## config.mk

```make
export PLATFORM = sky130hd
export DESIGN_NAME = bfs_back
export DESIGN_NICKNAME = d
export VERILOG_FILES = /design/src/design/bfs_pkg.sv /design/src/design/bfs_back.sv
export SDC_FILE = /design/constraint.sdc
export NUM_CORES = 1
export LEC_CHECK = 0
export BUFFER_PORTS_ARGS = -buffer_cell sky130_fd_sc_hd__buf_4
export CORE_MARGIN = 2
export CORE_UTILIZATION = 65
export DETAILED_ROUTE_END_ITERATION = 7
export PLACE_DENSITY = 0.86
export SYNTH_ARGS = -nofsm -noshare
export SYNTH_HDL_FRONTEND = slang
export SYNTH_SLANG_ARGS = --single-unit
```

## constraint.sdc

```tcl
create_clock -name clk_i -period 15.5 [get_ports clk_i]
set_clock_uncertainty 0.05 [all_clocks]
set_input_delay 3.1 -clock clk_i [delete_from_list [all_inputs] [get_ports clk_i]]
set_output_delay 3.1 -clock clk_i [all_outputs]
set_load 0.02 [all_outputs]
```

## src/design/bfs_pkg.sv

```systemverilog
package bfs_pkg;

  localparam int MaxWidth    = 1024;
  localparam int MaxHeight   = 1024;
  localparam int PixW        = 8;
  localparam int DimW        = 11;
  localparam int PosW        = 10;
  localparam int SumW        = 12;
  localparam int RecipW      = 13;
  localparam int RecipShift  = 16;
  localparam int FifoDepth   = 4;
  localparam int FifoPtrW    = 2;
  localparam int FifoCntW    = 3;
  localparam int AddrW       = 3;
  localparam int DataW       = 32;

  // floor(x/9) == (x*7282) >> 16 for every 3x3 sum of 8-bit pixels
  localparam logic [RecipW-1:0] Recip9 = 13'd7282;

  localparam logic [DimW-1:0] DimMin   = 11'd3;
  localparam logic [DimW-1:0] WidthMax = DimW'(MaxWidth);
  localparam logic [DimW-1:0] HeightMax = DimW'(MaxHeight);

  // register index, taken from paddr[2]
  localparam logic RegWidth  = 1'b0;
  localparam logic RegHeight = 1'b1;

  typedef struct packed {
    logic [DimW-1:0] width;
    logic [DimW-1:0] height;
    logic            restart;
  } cfg_t;

  typedef struct packed {
    logic [PixW-1:0] upper;
    logic [PixW-1:0] middle;
    logic [PixW-1:0] pixel;
    logic            emit;
    logic            interior;
    logic [PosW-1:0] orow;
    logic [PosW-1:0] ocol;
  } item_t;

endpackage

```

## src/design/bfs_back.sv

```systemverilog
module bfs_back (
  input  logic                     clk_i,
  input  logic                     rst_ni,
  input  logic                     fifo_valid_i,
  input  bfs_pkg::item_t           item_i,
  output logic                     pop_o,
  input  logic                     out_ready_i,
  output logic                     out_valid_o,
  output logic [bfs_pkg::PixW-1:0] value_o,
  output logic [bfs_pkg::PosW-1:0] out_row_o,
  output logic [bfs_pkg::PosW-1:0] out_col_o
);
  import bfs_pkg::*;

  typedef struct packed {
    logic            emit;
    logic            interior;
    logic [PosW-1:0] orow;
    logic [PosW-1:0] ocol;
  } meta_t;

  localparam int ProdW = SumW + RecipW;

  logic [PixW-1:0] win_q [3][3];
  logic            b1_v_q, b2_v_q, out_v_q;
  meta_t           b1_q, b2_q;
  logic [SumW-1:0] sum_d, sum_q;
  logic [ProdW-1:0] prod;
  logic [PixW-1:0] value_q;
  logic [PosW-1:0] row_q, col_q;
  logic            en;

  assign en    = !out_v_q || out_ready_i;
  assign pop_o = en && fifo_valid_i;

  always_comb begin
    sum_d = '0;
    for (int i = 0; i < 3; i++) begin
      for (int j = 0; j < 3; j++) begin
        sum_d = sum_d + SumW'(win_q[i][j]);
      end
    end
  end

  assign prod = ProdW'(sum_q) * ProdW'(Recip9);

  always_ff @(posedge clk_i or negedge rst_ni) begin
    if (!rst_ni) begin
      b1_v_q  <= 1'b0;
      b2_v_q  <= 1'b0;
      out_v_q <= 1'b0;
      for (int i = 0; i < 3; i++) begin
        for (int j = 0; j < 3; j++) begin
          win_q[i][j] <= '0;
        end
      end
    end else if (en) begin
      b1_v_q  <= fifo_valid_i;
      b2_v_q  <= b1_v_q;
      out_v_q <= b2_v_q && b2_q.emit;
      if (fifo_valid_i) begin
        for (int i = 0; i < 3; i++) begin
          win_q[i][0] <= win_q[i][1];
          win_q[i][1] <= win_q[i][2];
        end
        win_q[0][2] <= item_i.upper;
        win_q[1][2] <= item_i.middle;
        win_q[2][2] <= item_i.pixel;
      end
    end
  end

  always_ff @(posedge clk_i) begin
    if (en) begin
      b1_q.emit     <= item_i.emit;
      b1_q.interior <= item_i.interior;
      b1_q.orow     <= item_i.orow;
      b1_q.ocol     <= item_i.ocol;
      b2_q          <= b1_q;
      sum_q         <= sum_d;
      value_q       <= b2_q.interior ? prod[RecipShift+PixW-1:RecipShift] : '0;
      row_q         <= b2_q.orow;
      col_q         <= b2_q.ocol;
    end
  end

  assign out_valid_o = out_v_q;
  assign value_o     = value_q;
  assign out_row_o   = row_q;
  assign out_col_o   = col_q;

endmodule

```

==> metrics.csv <==
metric,value,unit
nFillCells,811,
dieWidth,122.3,um
post_cts_buffers,0,
syn_to_final_growth,15.53,%
start_util,66.04,%
synth.distinct_cells,45,
grt_pass1_vias,5947,
first_pass_iters,5,
critPathLaunchType,primary input,
synth-async-reset-ratio,47.17,%
place_ws,7.626,ns
via_count,5292,
netlist_top_cells_count,"126 x inv_1, 84 x edfxtp_1, 83 x fa_1",
cts_buffer_depth,2,
syn_avg_cell_area,13.66,um^2
dp_hpwl,11680,um
nets,969,
insertedDiodeCount,0,
fmax,126.5,MHz
hold_depth,0,
cts_root_buf,clkbuf_16,
status,finished clean,
core_area,13770,um^2
grt.total_usage,25.57,%
grt_overflow,0,
drt_iter0_markers,374,
critPathMaxFanout,80,
holdBufCountCts,0,
fin_crit,7.908,ns
synthTopCellsByArea,"edfxtp_1 28%, dfrtp_1 21%, fa_1 18%",
yosysMostFrequentCell,inv_1,
wirelength,17430,um
stdcell_area,10510,um^2
cp_data_arrival_time,4.76,ns
finalCritPeriodShare,51.02,%
setup_viol,0,
gp_congestion,0.9368,
antenna_found_initial,0,
yosys.area.top_type,edfxtp_1,
cp-end-kind,output port,
r2r_slack,10.01,ns
ys_seq_area_share,48.36,%
drive_gt1_share,22.50,%
placed_cell_area,9902,um^2
h-tree-depth,4,
core.rowCount,43,
synth-edff-count,84,
tightest_slew,1.087,ns
clkLatencyLatePin,0.44,ns
die-area,14960,um^2
synth_seq_cells,159,
hold_viol_final,0,
maxCapViolCount,0,
wl_per_cell,18.37,um
synthesis.area,9096,um^2
synth_top_area_share,27.73,%
cts_repair_resize_count,0,
final_max_slew_viol_count,0,
rsz0062_at_grt,false,
viasPerCell,5.576,
io_buffers,79,
synth_ff_type,edfxtp_1,
worst-setup-path-type,in2out,
clk_pin_slew,0.06,ns
setup_ws,7.592,ns
synthesis.nets,879,
grt_pass1_wl,28510,um
ios,80,
clock-sinks,159,
ys_warn_count,0,
cts_tree,built,
die_h,122.3,um
syn_inst,666,
ant_nets,0,
rr_worst_depth,18,
cts_buffers,17,
max-slew-margin-rel,27.55,%
cp.required,12.35,ns
drc,0,
hold_class,reg2reg,
grt_max_degree,88,
fin_tns_setup,0,ns
## stage by stage
| stage | hold WS [ns] | util [%] | instances |
|---|---|---|---|
| floorplan | 0.3503 | - | 666 |
| global placement | 0.3511 | 71.89 | 917 |
| detailed placement | 0.3554 | 71.89 | 917 |
| CTS | 0.3710 | 76.30 | 949 |
| global route | 0.3727 | 76.30 | 949 |
| finish | 0.3703 | 76.30 | 949 |
## cells in the final DEF (no fill, tap or decap), types with 2 or more instances in the layout
| master | netlist | routed |
|---|---|---|
| nand2_1 | 32 | 31 |
| o31ai_1 | 2 | 2 |
| a221o_1 | 2 | 2 |
| xnor2_1 | 10 | 10 |
| a21oi_1 | 7 | 7 |
| and2_1 | 3 | 3 |
| o21bai_1 | 2 | 2 |
| a21o_1 | 4 | 4 |
| clkinv_2 | 0 | 2 |
| dfrtp_1 | 75 | 75 |
| buf_4 | 0 | 81 |
| clkbuf_16 | 0 | 17 |
| xor2_1 | 4 | 4 |
| clkinv_1 | 0 | 2 |
| nor3_1 | 7 | 7 |
| a2111oi_2 | 2 | 2 |
| nand3_1 | 2 | 2 |
| mux2_2 | 55 | 55 |
| or2_2 | 2 | 2 |
| a211oi_1 | 5 | 5 |
| inv_8 | 0 | 2 |
| inv_6 | 0 | 4 |
| inv_1 | 126 | 126 |
| fa_1 | 83 | 83 |
| nand2b_1 | 3 | 2 |
| nor2_1 | 14 | 14 |
| nor3b_1 | 2 | 2 |
| o41ai_1 | 2 | 2 |
| edfxtp_1 | 84 | 84 |
| o21ai_0 | 28 | 28 |
| nand4_1 | 2 | 2 |
| ha_1 | 80 | 80 |
| bufinv_16 | 0 | 3 |
| and3_1 | 2 | 2 |
## logic make-up (layout without fill, tap and decap cells)
family / after synthesis / in the layout / share of synthesized area (%)
AOI/OAI and AO/OA: 64 / 64 / 4.677
and+or+nand+nor: 74 / 74 / 3.810
muxes: 56 / 56 / 6.919
xor gates and xnor gates: 14 / 14 / 1.348
adders and majority gates: 163 / 163 / 29.27
buffers and inverters: 136 / 239 / 5.612
DFF: 159 / 159 / 48.36
## layer usage
metal  track usage, %  wire length, um
met4            10.63              473
met1            30.21             6825
met5                0                0
met2            45.35             9427
met3            5.576              704
## state kept, by name, summed over array words and instances (netlist names)
signal / cells
win_q: 72
b1_q: 22
b2_q: 22
sum_q: 12
out_col_o: 10
out_row_o: 10
value_o: 8
b1_v_q: 1
b2_v_q: 1
out_valid_o: 1
## area by class of cell
class,instances,area [um^2],share of cell area (%)
well taps,180,225.2,2.143
clock inverters,15,181.4,1.726
multi-input cells,371,4197,39.93
clock buffers,17,425.4,4.048
inverters,126,473.0,4.501
flip-flops and latches,159,4399,41.86
repair buffers,81,608.1,5.786
## path summary, 6_finish.rpt
check | from | to
hold / removal | b2_q[3] | out_col_o[3]
hold reg to reg | b2_q[3] | out_col_o[3]
min in group asynchronous | rst_ni | win_q[0]
setup reg to reg | sum_q[3] | value_o[7]
setup / recovery | out_ready_i | pop_o
max in group asynchronous | rst_ni | win_q[23]
## worst max-delay path, cell delays in order
cell	delay (ns)
buf_4	0.11
nand2b_4	0.14
nand2_2	0.06
buf_4	0.68
inv_1	0.38
buf_4	0.27
Power is not shown: default switching activity piles up to over one toggle a cycle in this logic, so the estimate is an artifact.
