### src/design/bfs_pkg.sv
package bfs_pkg;

  localparam int MaxWidth    = 1024;
  localparam int MaxHeight   = 1024;
  localparam int PixW        = 8;
  localparam int DimW        = 11;
  localparam int PosW        = 10;
  localparam int SumW        = 12;
  localparam int RecipW      = 13;
  localparam int RecipShift  = 16;
  localparam int FifoDepth   = 4;
  localparam int FifoPtrW    = 2;
  localparam int FifoCntW    = 3;
  localparam int AddrW       = 3;
  localparam int DataW       = 32;

  // floor(x/9) == (x*7282) >> 16 for every 3x3 sum of 8-bit pixels
  localparam logic [RecipW-1:0] Recip9 = 13'd7282;

  localparam logic [DimW-1:0] DimMin   = 11'd3;
  localparam logic [DimW-1:0] WidthMax = DimW'(MaxWidth);
  localparam logic [DimW-1:0] HeightMax = DimW'(MaxHeight);

  // register index, taken from paddr[2]
  localparam logic RegWidth  = 1'b0;
  localparam logic RegHeight = 1'b1;

  typedef struct packed {
    logic [DimW-1:0] width;
    logic [DimW-1:0] height;
    logic            restart;
  } cfg_t;

  typedef struct packed {
    logic [PixW-1:0] upper;
    logic [PixW-1:0] middle;
    logic [PixW-1:0] pixel;
    logic            emit;
    logic            interior;
    logic [PosW-1:0] orow;
    logic [PosW-1:0] ocol;
  } item_t;

endpackage

### src/design/bfs_fifo.sv
module bfs_fifo (
  input  logic                         clk_i,
  input  logic                         rst_ni,
  input  logic                         push_i,
  input  bfs_pkg::item_t               item_i,
  input  logic                         pop_i,
  output logic                         valid_o,
  output bfs_pkg::item_t               item_o,
  output logic [bfs_pkg::FifoCntW-1:0] cnt_o
);
  import bfs_pkg::*;

  item_t               slot_q [FifoDepth];
  logic [FifoPtrW-1:0] wr_ptr_q, rd_ptr_q;
  logic [FifoCntW-1:0] cnt_q;
  logic                do_pop;

  assign do_pop  = pop_i && (cnt_q != '0);
  assign valid_o = cnt_q != '0;
  assign item_o  = slot_q[rd_ptr_q];
  assign cnt_o   = cnt_q;

  always_ff @(posedge clk_i or negedge rst_ni) begin
    if (!rst_ni) begin
      wr_ptr_q <= '0;
      rd_ptr_q <= '0;
      cnt_q    <= '0;
    end else begin
      if (push_i) begin
        wr_ptr_q <= wr_ptr_q + FifoPtrW'(1);
      end
      if (do_pop) begin
        rd_ptr_q <= rd_ptr_q + FifoPtrW'(1);
      end
      if (push_i && !do_pop) begin
        cnt_q <= cnt_q + FifoCntW'(1);
      end else if (!push_i && do_pop) begin
        cnt_q <= cnt_q - FifoCntW'(1);
      end
    end
  end

  always_ff @(posedge clk_i) begin
    if (push_i) begin
      slot_q[wr_ptr_q] <= item_i;
    end
  end

endmodule

### config.mk
export PLATFORM = sky130hd
export DESIGN_NAME = bfs_fifo
export DESIGN_NICKNAME = d
export VERILOG_FILES = /design/src/design/bfs_pkg.sv /design/src/design/bfs_fifo.sv
export SDC_FILE = /design/constraint.sdc
export NUM_CORES = 1
export LEC_CHECK = 0
export ABC_AREA = 1
export BUFFER_PORTS_ARGS = -buffer_cell sky130_fd_sc_hd__buf_2
export CAP_MARGIN = 20
export CORE_UTILIZATION = 26
export CTS_CLUSTER_DIAMETER = 50
export DETAILED_ROUTE_END_ITERATION = 10
export PLACE_DENSITY_LB_ADDON = 0.15
export RECOVER_POWER = 25
export REMOVE_ABC_BUFFERS = 1
export SYNTH_ARGS = -nofsm -noshare
export SYNTH_HDL_FRONTEND = slang
export SYNTH_SLANG_ARGS = --single-unit
### constraint.sdc
create_clock -name clk_i -period 2.5 [get_ports clk_i]
set_clock_uncertainty 0.2 [all_clocks]
set_input_delay 0.125 -clock clk_i [delete_from_list [all_inputs] [get_ports clk_i]]
set_output_delay 0.125 -clock clk_i [all_outputs]
set_load 0.005 [all_outputs]
==> flow_summary.toml, run 1 <==
[pwr]
clockPowerShare = 0.230
p_leak_nw = 4.03
total_power_mw = 11.0
internal_power_mw = 7.01
sequentialPowerShare = 0.405
sw_frac_of_total = 0.363
ir_worst_vdd_v = 0.000634
p_switching_mw = 4.00
p_per_area_nw_per_um2 = 1080
p_comb_frac = 0.365

[timing]
max_slew.worst_pin.slew_ns = 0.452
setup_viol = 0
slew_viol_final = 0
hold_ws_ns = 0.270
clock.fmax_mhz = 433
period_needed_ns = 2.31
hold_viol = 0
rsz0062_at_grt = "no"
slew_headroom = 0.699
fin_crit_sh = 0.923

[drt]
dr.pass1.iters = 4
detail_route.wl_per_cell_um = 15.7
final_antenna_net_count = 0
via_per_inst = 4.14
vias = 4777
drt_wl_total_mm = 18.1
drt_iter0_markers = 212
drc = 0

[synth]
syn_area_um2 = 8280
synth_area_leaders = "edfxtp_1 67%, o211ai_2 9.7%, nand2_1 5.5%"
synth-simple-area-share = 0.0855
yosys-top-cells-count = "184 x edfxtp_1, 122 x nand2_1, 103 x inv_1"
synth-xor-area-share = 0.00211
yosys.area_share.adder = 0.00997
synthDistinctLibCells = 22
ys_seq_elements = 191
synth_top_family_by_area = "compound AO/OA/AOI/OAI gates"
synth_top_area_cell = "edfxtp_1"
synthCells = 591
synth_most_common_cell = "edfxtp_1"
synth.area.mux_share = 0
synth_top_area_frac = 0.667
synth_edf_count = 184
synth_compound_area_frac = 0.123
yosysWarnings = 0
ys_async_sr_fraction = 0.0366
ys.flop_type = "edfxtp_1"
ys_seq_area_frac = 0.688
syn_area_per_cell_um2 = 14.0

[floorplanning]
fp.dieW_um = 181
core_um2 = 31000
initial_core_util = 0.267
dieHeight_um = 181
rows = 64
die_area_um2 = 32600
io_pins = 100

[place]
hpwl_mm = 10.4
place_area_um2 = 9150
gp_congestion = 0.730
numPortBuffers = 99
placedCellCount = 1071

[cells_and_area]
fin_nets = 800
drive_gt1_frac = 0.296
post-route-util = 0.328
syn_to_final_growth_pct = 22.6
fin_cells = 1154
final_area_um2 = 10200

[clock_tree]
clkTransAtPathRegs_ns = 0.07
numCtsBuffers = 17
cts.path.max_buffers = 2
cts_hold_buf = 50
postCtsSetupRepairBufs = 0
cts_sinks = 191
cts_tree = "done"
insertion_delay_ns = 0.42
cts.repair.resized = 0
cts_root_buffer = "clkbuf_16"
cts_max_level = 4

[setup_path]
cp-start-kind = "flip-flop"
r2r_cells = 10
path_class = "reg2out"
cp-end-kind = "output port"
cp.arrival_ns = 1.98
worstPathMaxFanout = 52
cp.required_ns = 2.17

[grt]
gr-total-overflow = 0
grt_pass1_wl_mm = 28.1
antenna_found_initial = 1
grt_pass1_vias = 4950
grt_max_degree = 53
grt_use_total = 0.115

[run]
drv_cap = 0

[run_status]
outcome = "finished, final reports clean"

[hold_path]
holdPathStages = 2
min_path_type = "in2reg"
-- logic make-up (layout without fill, tap and decap cells) --
kind of cell | Yosys count | after routing
DFF | 191 | 191
and+or+nand+nor | 163 | 163
buffers and inverters | 136 | 302
AOI/OAI and AO/OA | 93 | 93
adders and majority gates | 6 | 6
xor gates and xnor gates | 2 | 2
other | 0 | 1
-- metrics by stage --
stage               setup WS, ns  setup TNS, ns
detailed placement         0.459              0
global placement           0.581              0
global route              0.0366              0
CTS                        0.141              0
finish                     0.193              0
floorplan                 -0.723         -34.23
-- worst paths after layout --
kind	slack, ns	start	to
worst min register to register	0.32	cnt_o[2]	cnt_o[2]
worst max register to register	0.42	cnt_o[0]	cnt_o[2]
min in group asynchronous	0.45	rst_ni	cnt_o[0]
worst max-delay path	0.19	rd_ptr_q[0]	item_o[11]
worst min-delay path	0.27	item_i[19]	slot_q[0][19]
max in group asynchronous	1.38	rst_ni	rd_ptr_q[1]
-- worst max-delay path, stage by stage, from the launching register on --
cell      delay, ns
dfrtp_1        0.46
inv_8          0.35
buf_4          0.34
nand2_1        0.10
o211ai_2       0.07
nand2_1        0.09
buf_2          0.14
-- per-layer routing --
| metal | GRT usage | part of all wire |
|---|---|---|
| met2 | 0.189 | 0.47 |
| met4 | 0.0373 | 0.014 |
| met5 | 0 | 0 |
| met3 | 0.0275 | 0.038 |
| met1 | 0.148 | 0.48 |
-- cells in the final DEF, fill, tap and decap left out --
master / instances
inv_2: 5
clkbuf_1: 29
nand3_1: 3
ha_1: 5
inv_8: 3
buf_4: 7
nand2_1: 122
nand4_1: 1
diode_2: 1
clkbuf_16: 17
dfrtp_1: 6
o211ai_2: 64
o21ai_1: 1
clkinvlp_4: 2
clkinv_2: 5
nand2_2: 36
buf_2: 70
buf_12: 9
clkinv_1: 1
fa_1: 1
inv_1: 99
edfxtp_1: 184
dlygate4sd3_1: 50
o211ai_1: 28
inv_6: 5
nor2_1: 1
xnor2_1: 1
dfrtp_4: 1
xor2_1: 1
-- power by group through the flow --
stage | combinational [mW] | sequential (mW) | clock [mW]
6_report | 4.02 | 4.46 | 2.53
5_1_grt | 4.54 | 4.52 | 2.74
4_1_cts | 4.20 | 4.47 | 2.63
3_3_place_gp | 4.06 | 4.51 | 0
2_1_floorplan | 2.32 | 4.56 | 0
3_5_place_dp | 4.12 | 4.54 | 0
-- sequential cells by signal, summed over array words and instances, names as in the netlist --
| signal | cells |
|---|---|
| slot_q | 184 |
| cnt_o | 3 |
| rd_ptr_q | 2 |
| wr_ptr_q | 2 |
-- area by class of cell --
cell class | count | area [um^2]
diodes | 1 | 2.50
clock buffers | 17 | 425
clock inverters | 15 | 110
fillers | 3060 | 20800
inverters | 105 | 402
multi-input cells | 264 | 1820
flip-flops and latches | 191 | 5700
well taps | 396 | 495
repair buffers | 165 | 1190
Power figures use the tool's default switching activity.
==> run 2, diff against run 1 <==
--- a/config.mk
+++ b/config.mk
@@ -8,6 +8,7 @@
 export ABC_AREA = 1
 export BUFFER_PORTS_ARGS = -buffer_cell sky130_fd_sc_hd__buf_2
 export CAP_MARGIN = 20
+export CORE_ASPECT_RATIO = 2
 export CORE_UTILIZATION = 26
 export CTS_CLUSTER_DIAMETER = 50
 export DETAILED_ROUTE_END_ITERATION = 10
==> constraint.sdc (replaced) <==
create_clock -name clk_i -period 2.61 [get_ports clk_i]
set_clock_uncertainty 0.2 [all_clocks]
set_input_delay 0.1305 -clock clk_i [delete_from_list [all_inputs] [get_ports clk_i]]
set_output_delay 0.1305 -clock clk_i [all_outputs]
set_load 0.005 [all_outputs]
==> run 2 against run 1 <==
Global-route usage is 1.2 points higher. Critical endpoint is now item_o[16]. Core utilization is 0.50 points lower. Largest cell class unchanged. Via count is 1.6% higher. Highest routed layer unchanged.
==> flow_summary.toml, run 2 (synthesis gave the netlist of run 1 again) <==
[cells_and_area]
top_register = "slot_q"
filler_cell_count = 3146
fin_nets = 801
mostFrequentLayoutCells = "184 x edfxtp_1, 122 x nand2_1, 99 x inv_1"
final_area_um2 = 10100
layout_commonest_cell = "edfxtp_1"
drive_gt1_frac = 0.298
fin_cells = 1182
largest_reg_flops = 184
syn_to_final_growth_pct = 22.4

[pwr]
internal_power_mw = 6.67
p_switching_mw = 3.88
sw_frac_of_total = 0.368
p_leak_nw = 4.01
p_comb_frac = 0.371
ir_worst_vdd_v = 0.000726
clockPowerShare = 0.229
sequentialPowerShare = 0.400
p_per_area_nw_per_um2 = 1040

[setup_path]
critPathLaunch = "rd_ptr_q[0]"
path_class = "reg2out"
cp-end-kind = "output port"
timing.rr.start = "cnt_o[0]"
cp-start-kind = "flip-flop"
cp.required_ns = 2.28
cp.arrival_ns = 1.99
rrSetupSlack_ns = 0.54
worstPathMaxFanout = 62

[clock_tree]
cts.repair.resized = 0
insertion_delay_ns = 0.44
cts_sinks = 191
numCtsBuffers = 17
cts_root_buffer = "clkbuf_16"
cts_max_level = 4
cts.path.max_buffers = 2
postCtsSetupRepairBufs = 0
cts_hold_buf = 50
clkTransAtPathRegs_ns = 0.07
cts_tree = "done"

[floorplanning]
fp.dieW_um = 128
core_um2 = 31400
io_pins = 100
die_area_um2 = 32600
dieHeight_um = 254
initial_core_util = 0.264
rows = 92

[grt]
grt_max_degree = 63
antenna_found_initial = 1
grt_pass1_wl_mm = 29.8
grt_use_total = 0.127
grt_pass1_vias = 5352
gr-total-overflow = 0

[timing]
hold_ws_ns = 0.258
slew_viol_final = 0
setup_viol = 0
fin_crit_sh = 0.889
max_slew.worst_pin.slew_ns = 0.482
period_needed_ns = 2.32
fin_tns_setup_ns = 0
slew_headroom = 0.679
hold_viol = 0
clock.fmax_mhz = 431
setup_slack_ns = 0.289
rsz0062_at_grt = "no"

[hold_path]
min_path_type = "in2reg"
hold_start = "item_i[9]"

[place]
dpl_worst_slack_ns = 0.569
placedCellCount = 1099
numPortBuffers = 99
hpwl_mm = 12.1
place_area_um2 = 9130
gp_congestion = 0.686

[drt]
drc = 0
via_per_inst = 4.11
vias = 4855
drt_iter0_markers = 160
drt_wl_total_mm = 19.2
dr.pass1.iters = 6
final_antenna_net_count = 0
detail_route.wl_per_cell_um = 16.2

[run_status]
outcome = "finished, final reports clean"

[run]
drv_cap = 0
## run 2: cell type report
class | count | area (um^2) | share of cell area
multi-input combinational | 264 | 1820 | 0.180
sequential | 191 | 5700 | 0.562
timing repair buffer | 166 | 1140 | 0.112
clock inverter | 14 | 113 | 0.0111
antenna | 1 | 2.50 | 0.000247
inverter | 105 | 402 | 0.0396
tap | 423 | 529 | 0.0522
clock buffer | 18 | 429 | 0.0423
## run 2: metal layers
layer / track usage / vias to the layer above / wire length, um
met4: 0.0528 / 0 / 454
met2: 0.245 / 67 / 11000
met5: 0 / - / 0
li1: - / 2350 / -
met3: 0.0342 / 25 / 553
met1: 0.123 / 2413 / 7210
## run 2: worst paths after layout
kind                                      to  cells after the start
min in group asynchronous           cnt_o[1]                      3
worst min-delay path            slot_q[2][9]                      2
worst max-delay path              item_o[16]                      6
worst min register to register      cnt_o[2]                      2
worst max register to register      cnt_o[2]                     10
max in group asynchronous        rd_ptr_q[1]                      3
## run 2: power by group through the flow
| stage | sequential [mW] | combinational (mW) | clock (mW) |
|---|---|---|---|
| final | 4.23 | 3.91 | 2.41 |
| after global routing | 4.28 | 4.38 | 2.61 |
| after CTS | 4.23 | 4.12 | 2.50 |
| after detailed placement | 4.30 | 4.05 | 0 |
| after global placement | 4.26 | 3.94 | 0 |
| after floorplan | 4.37 | 2.22 | 0 |
## run 2: critical path, stage by stage (launching register included)
cell and delay, ns:
dfrtp_1 0.46, inv_8 0.36, buf_12 0.27, nand2_1 0.09, o211ai_2 0.07, nand2_1 0.11
buf_2 0.15
## run 2: through the flow
step	power (mW)	utilization
after global placement	8.20	0.291
after CTS	10.9	0.324
final	10.6	0.323
after global routing	11.3	0.323
after detailed placement	8.35	0.291
after floorplan	6.59	-
==> run 3, diff against run 2 <==
==> constraint.sdc (replaced) <==
create_clock -name clk_i -period 2.61 [get_ports clk_i]
set_clock_uncertainty 0.2 [all_clocks]
set_input_delay 0.3915 -clock clk_i [delete_from_list [all_inputs] [get_ports clk_i]]
set_output_delay 0.3915 -clock clk_i [all_outputs]
set_load 0.005 [all_outputs]
==> run 3 against run 2 <==
Global-route usage decreased by 0.55 points. Power is 2.3% higher. Register-to-register slack about the same. Clock power increased by 11%. Maximum frequency is 6.1% lower. Worst setup slack got worse by 0.15 ns. Worst hold slack worse by 0.22 ns. Wire length decreased by 4.0%. Critical path type unchanged. Largest power group unchanged.
==> flow_summary.toml, run 3 (synthesis gave the netlist of run 1 again) <==
[run_status]
outcome = "finished, final reports clean"

[cells_and_area]
fin_cells = 1178
drive_gt1_frac = 0.298
fin_nets = 797
largest_reg_flops = 184
mostFrequentLayoutCells = "184 x edfxtp_1, 122 x nand2_1, 99 x inv_1"
syn_to_final_growth_pct = 23.1
layout_commonest_cell = "edfxtp_1"
final_area_um2 = 10200
filler_cell_count = 3146
top_register = "slot_q"

[drt]
drc = 0
detail_route.wl_per_cell_um = 15.6
drt_iter0_markers = 203
drt_wl_total_mm = 18.4
via_per_inst = 4.06
dr.pass1.iters = 6
vias = 4786
final_antenna_net_count = 0

[pwr]
p_leak_nw = 4.05
p_per_area_nw_per_um2 = 1060
ir_worst_vdd_v = 0.000603

[setup_path]
timing.rr.end = "cnt_o[2]"
cp-start-kind = "flip-flop"
r2r_cells = 11
path_class = "reg2out"
cp.required_ns = 2.02
worstPathMaxFanout = 42
rrSetupSlack_ns = 0.55
endpoint = "item_o[21]"
timing.rr.start = "cnt_o[0]"
critPathLaunch = "rd_ptr_q[0]"
cp-end-kind = "output port"
cp.arrival_ns = 1.88

[clock_tree]
cts_tree = "done"
cts_sinks = 191
numCtsBuffers = 17
postCtsSetupRepairBufs = 0
insertion_delay_ns = 0.44
cts.path.max_buffers = 2
cts_max_level = 4
clkTransAtPathRegs_ns = 0.07
cts_root_buffer = "clkbuf_16"

[grt]
gr-total-overflow = 0
antenna_found_initial = 1
grt_max_degree = 48
grt_pass1_wl_mm = 28.7
grt_use_total = 0.121
grt_pass1_vias = 5148

[place]
gp_congestion = 0.709
place_area_um2 = 9140
placedCellCount = 1098
numPortBuffers = 99
hpwl_mm = 11.7

[floorplanning]
io_pins = 100
die_area_um2 = 32600
fp.dieW_um = 128
initial_core_util = 0.264
rows = 92
core_um2 = 31400
dieHeight_um = 254

[timing]
slew_viol_final = 0
hold_viol = 0
fin_crit_sh = 0.948
setup_viol = 0
clock.fmax_mhz = 404
rsz0062_at_grt = "yes"
slew_headroom = 0.699
period_needed_ns = 2.47
max_slew.worst_pin.slew_ns = 0.452

[hold_path]
min_path_type = "in2reg"

[run]
drv_cap = 0
==> run 3: changes by cell type in the layout (fill, tap and decap cells not counted), sizes merged <==
cell,before,now
clkinvlp,4,1
inv,108,106
bufinv,0,4
clkbuf,46,47
dlygate4sd3,50,47
buf,88,87
==> run 3: layout make-up <==
type / count / area, um^2 / area share
sequential: 191 / 5700 / 0.559
multi-input combinational: 264 / 1820 / 0.179
timing repair buffer: 162 / 1110 / 0.109
tap: 423 / 529 / 0.0519
clock buffer: 19 / 443 / 0.0434
inverter: 105 / 420 / 0.0412
clock inverter: 13 / 161 / 0.0158
antenna: 1 / 2.50 / 0.000245
==> run 3: worst min-delay path by stage <==
stage                       end   start  slack, ns  depth (start not counted)
CTS                 rd_ptr_q[0]   pop_i      0.004                          3
floorplan              cnt_o[0]  rst_ni      -0.10                          0
detailed placement  wr_ptr_q[0]  rst_ni       0.05                          1
finish              rd_ptr_q[0]   pop_i       0.04                          3
global route        rd_ptr_q[0]   pop_i       0.03                          3
global placement    wr_ptr_q[0]  rst_ni       0.04                          1
==> run 3: what timing repair did <==
action,4_1_cts,5_1_grt
endpoints found under the hold margin,188,0
hold buffers,47,0
resized for setup,0,2
setup endpoints to repair,0,6
==> run 3: where the power goes <==
part           leakage, nW  total, mW  internal (mW)  switching (mW)
combinational         1.98       3.91           1.46            2.45
clock                0.297       2.67           1.54            1.13
sequential            1.77       4.22           4.02           0.193
total                 4.05       10.8           7.02            3.78
==> run 3: routing by layer <==
| metal | GRT usage | vias up | part of all wire |
|---|---|---|---|
| met1 | 0.124 | 2345 | 0.38 |
| met5 | 0 | - | 0 |
| met3 | 0.0281 | 20 | 0.034 |
| li1 | - | 2336 | - |
| met4 | 0.0605 | 0 | 0.029 |
| met2 | 0.226 | 85 | 0.56 |
==> run 3: per-stage QoR <==
step / setup WS [ns] / hold slack (ns) / utilization / TNS (ns) / power [mW]
6_report: 0.137 / 0.0399 / 0.325 / 0 / 10.8
5_1_grt: -0.00328 / 0.0310 / 0.325 / -0.00436 / 11.5
4_1_cts: 0.0457 / 0.00444 / 0.325 / 0 / 11.1
3_5_place_dp: 0.535 / 0.0454 / 0.291 / 0 / 8.30
3_3_place_gp: 0.573 / 0.0385 / 0.291 / 0 / 8.18
2_1_floorplan: -0.880 / -0.104 / - / -41.20 / 6.59
==> run 3: worst max-delay path, cell delays in order (launching register included) <==
cell       delay, ns
dfrtp_1         0.41
bufinv_16       0.33
buf_12          0.24
nand2_2         0.06
o211ai_1        0.13
nand2_1         0.10
buf_2           0.14
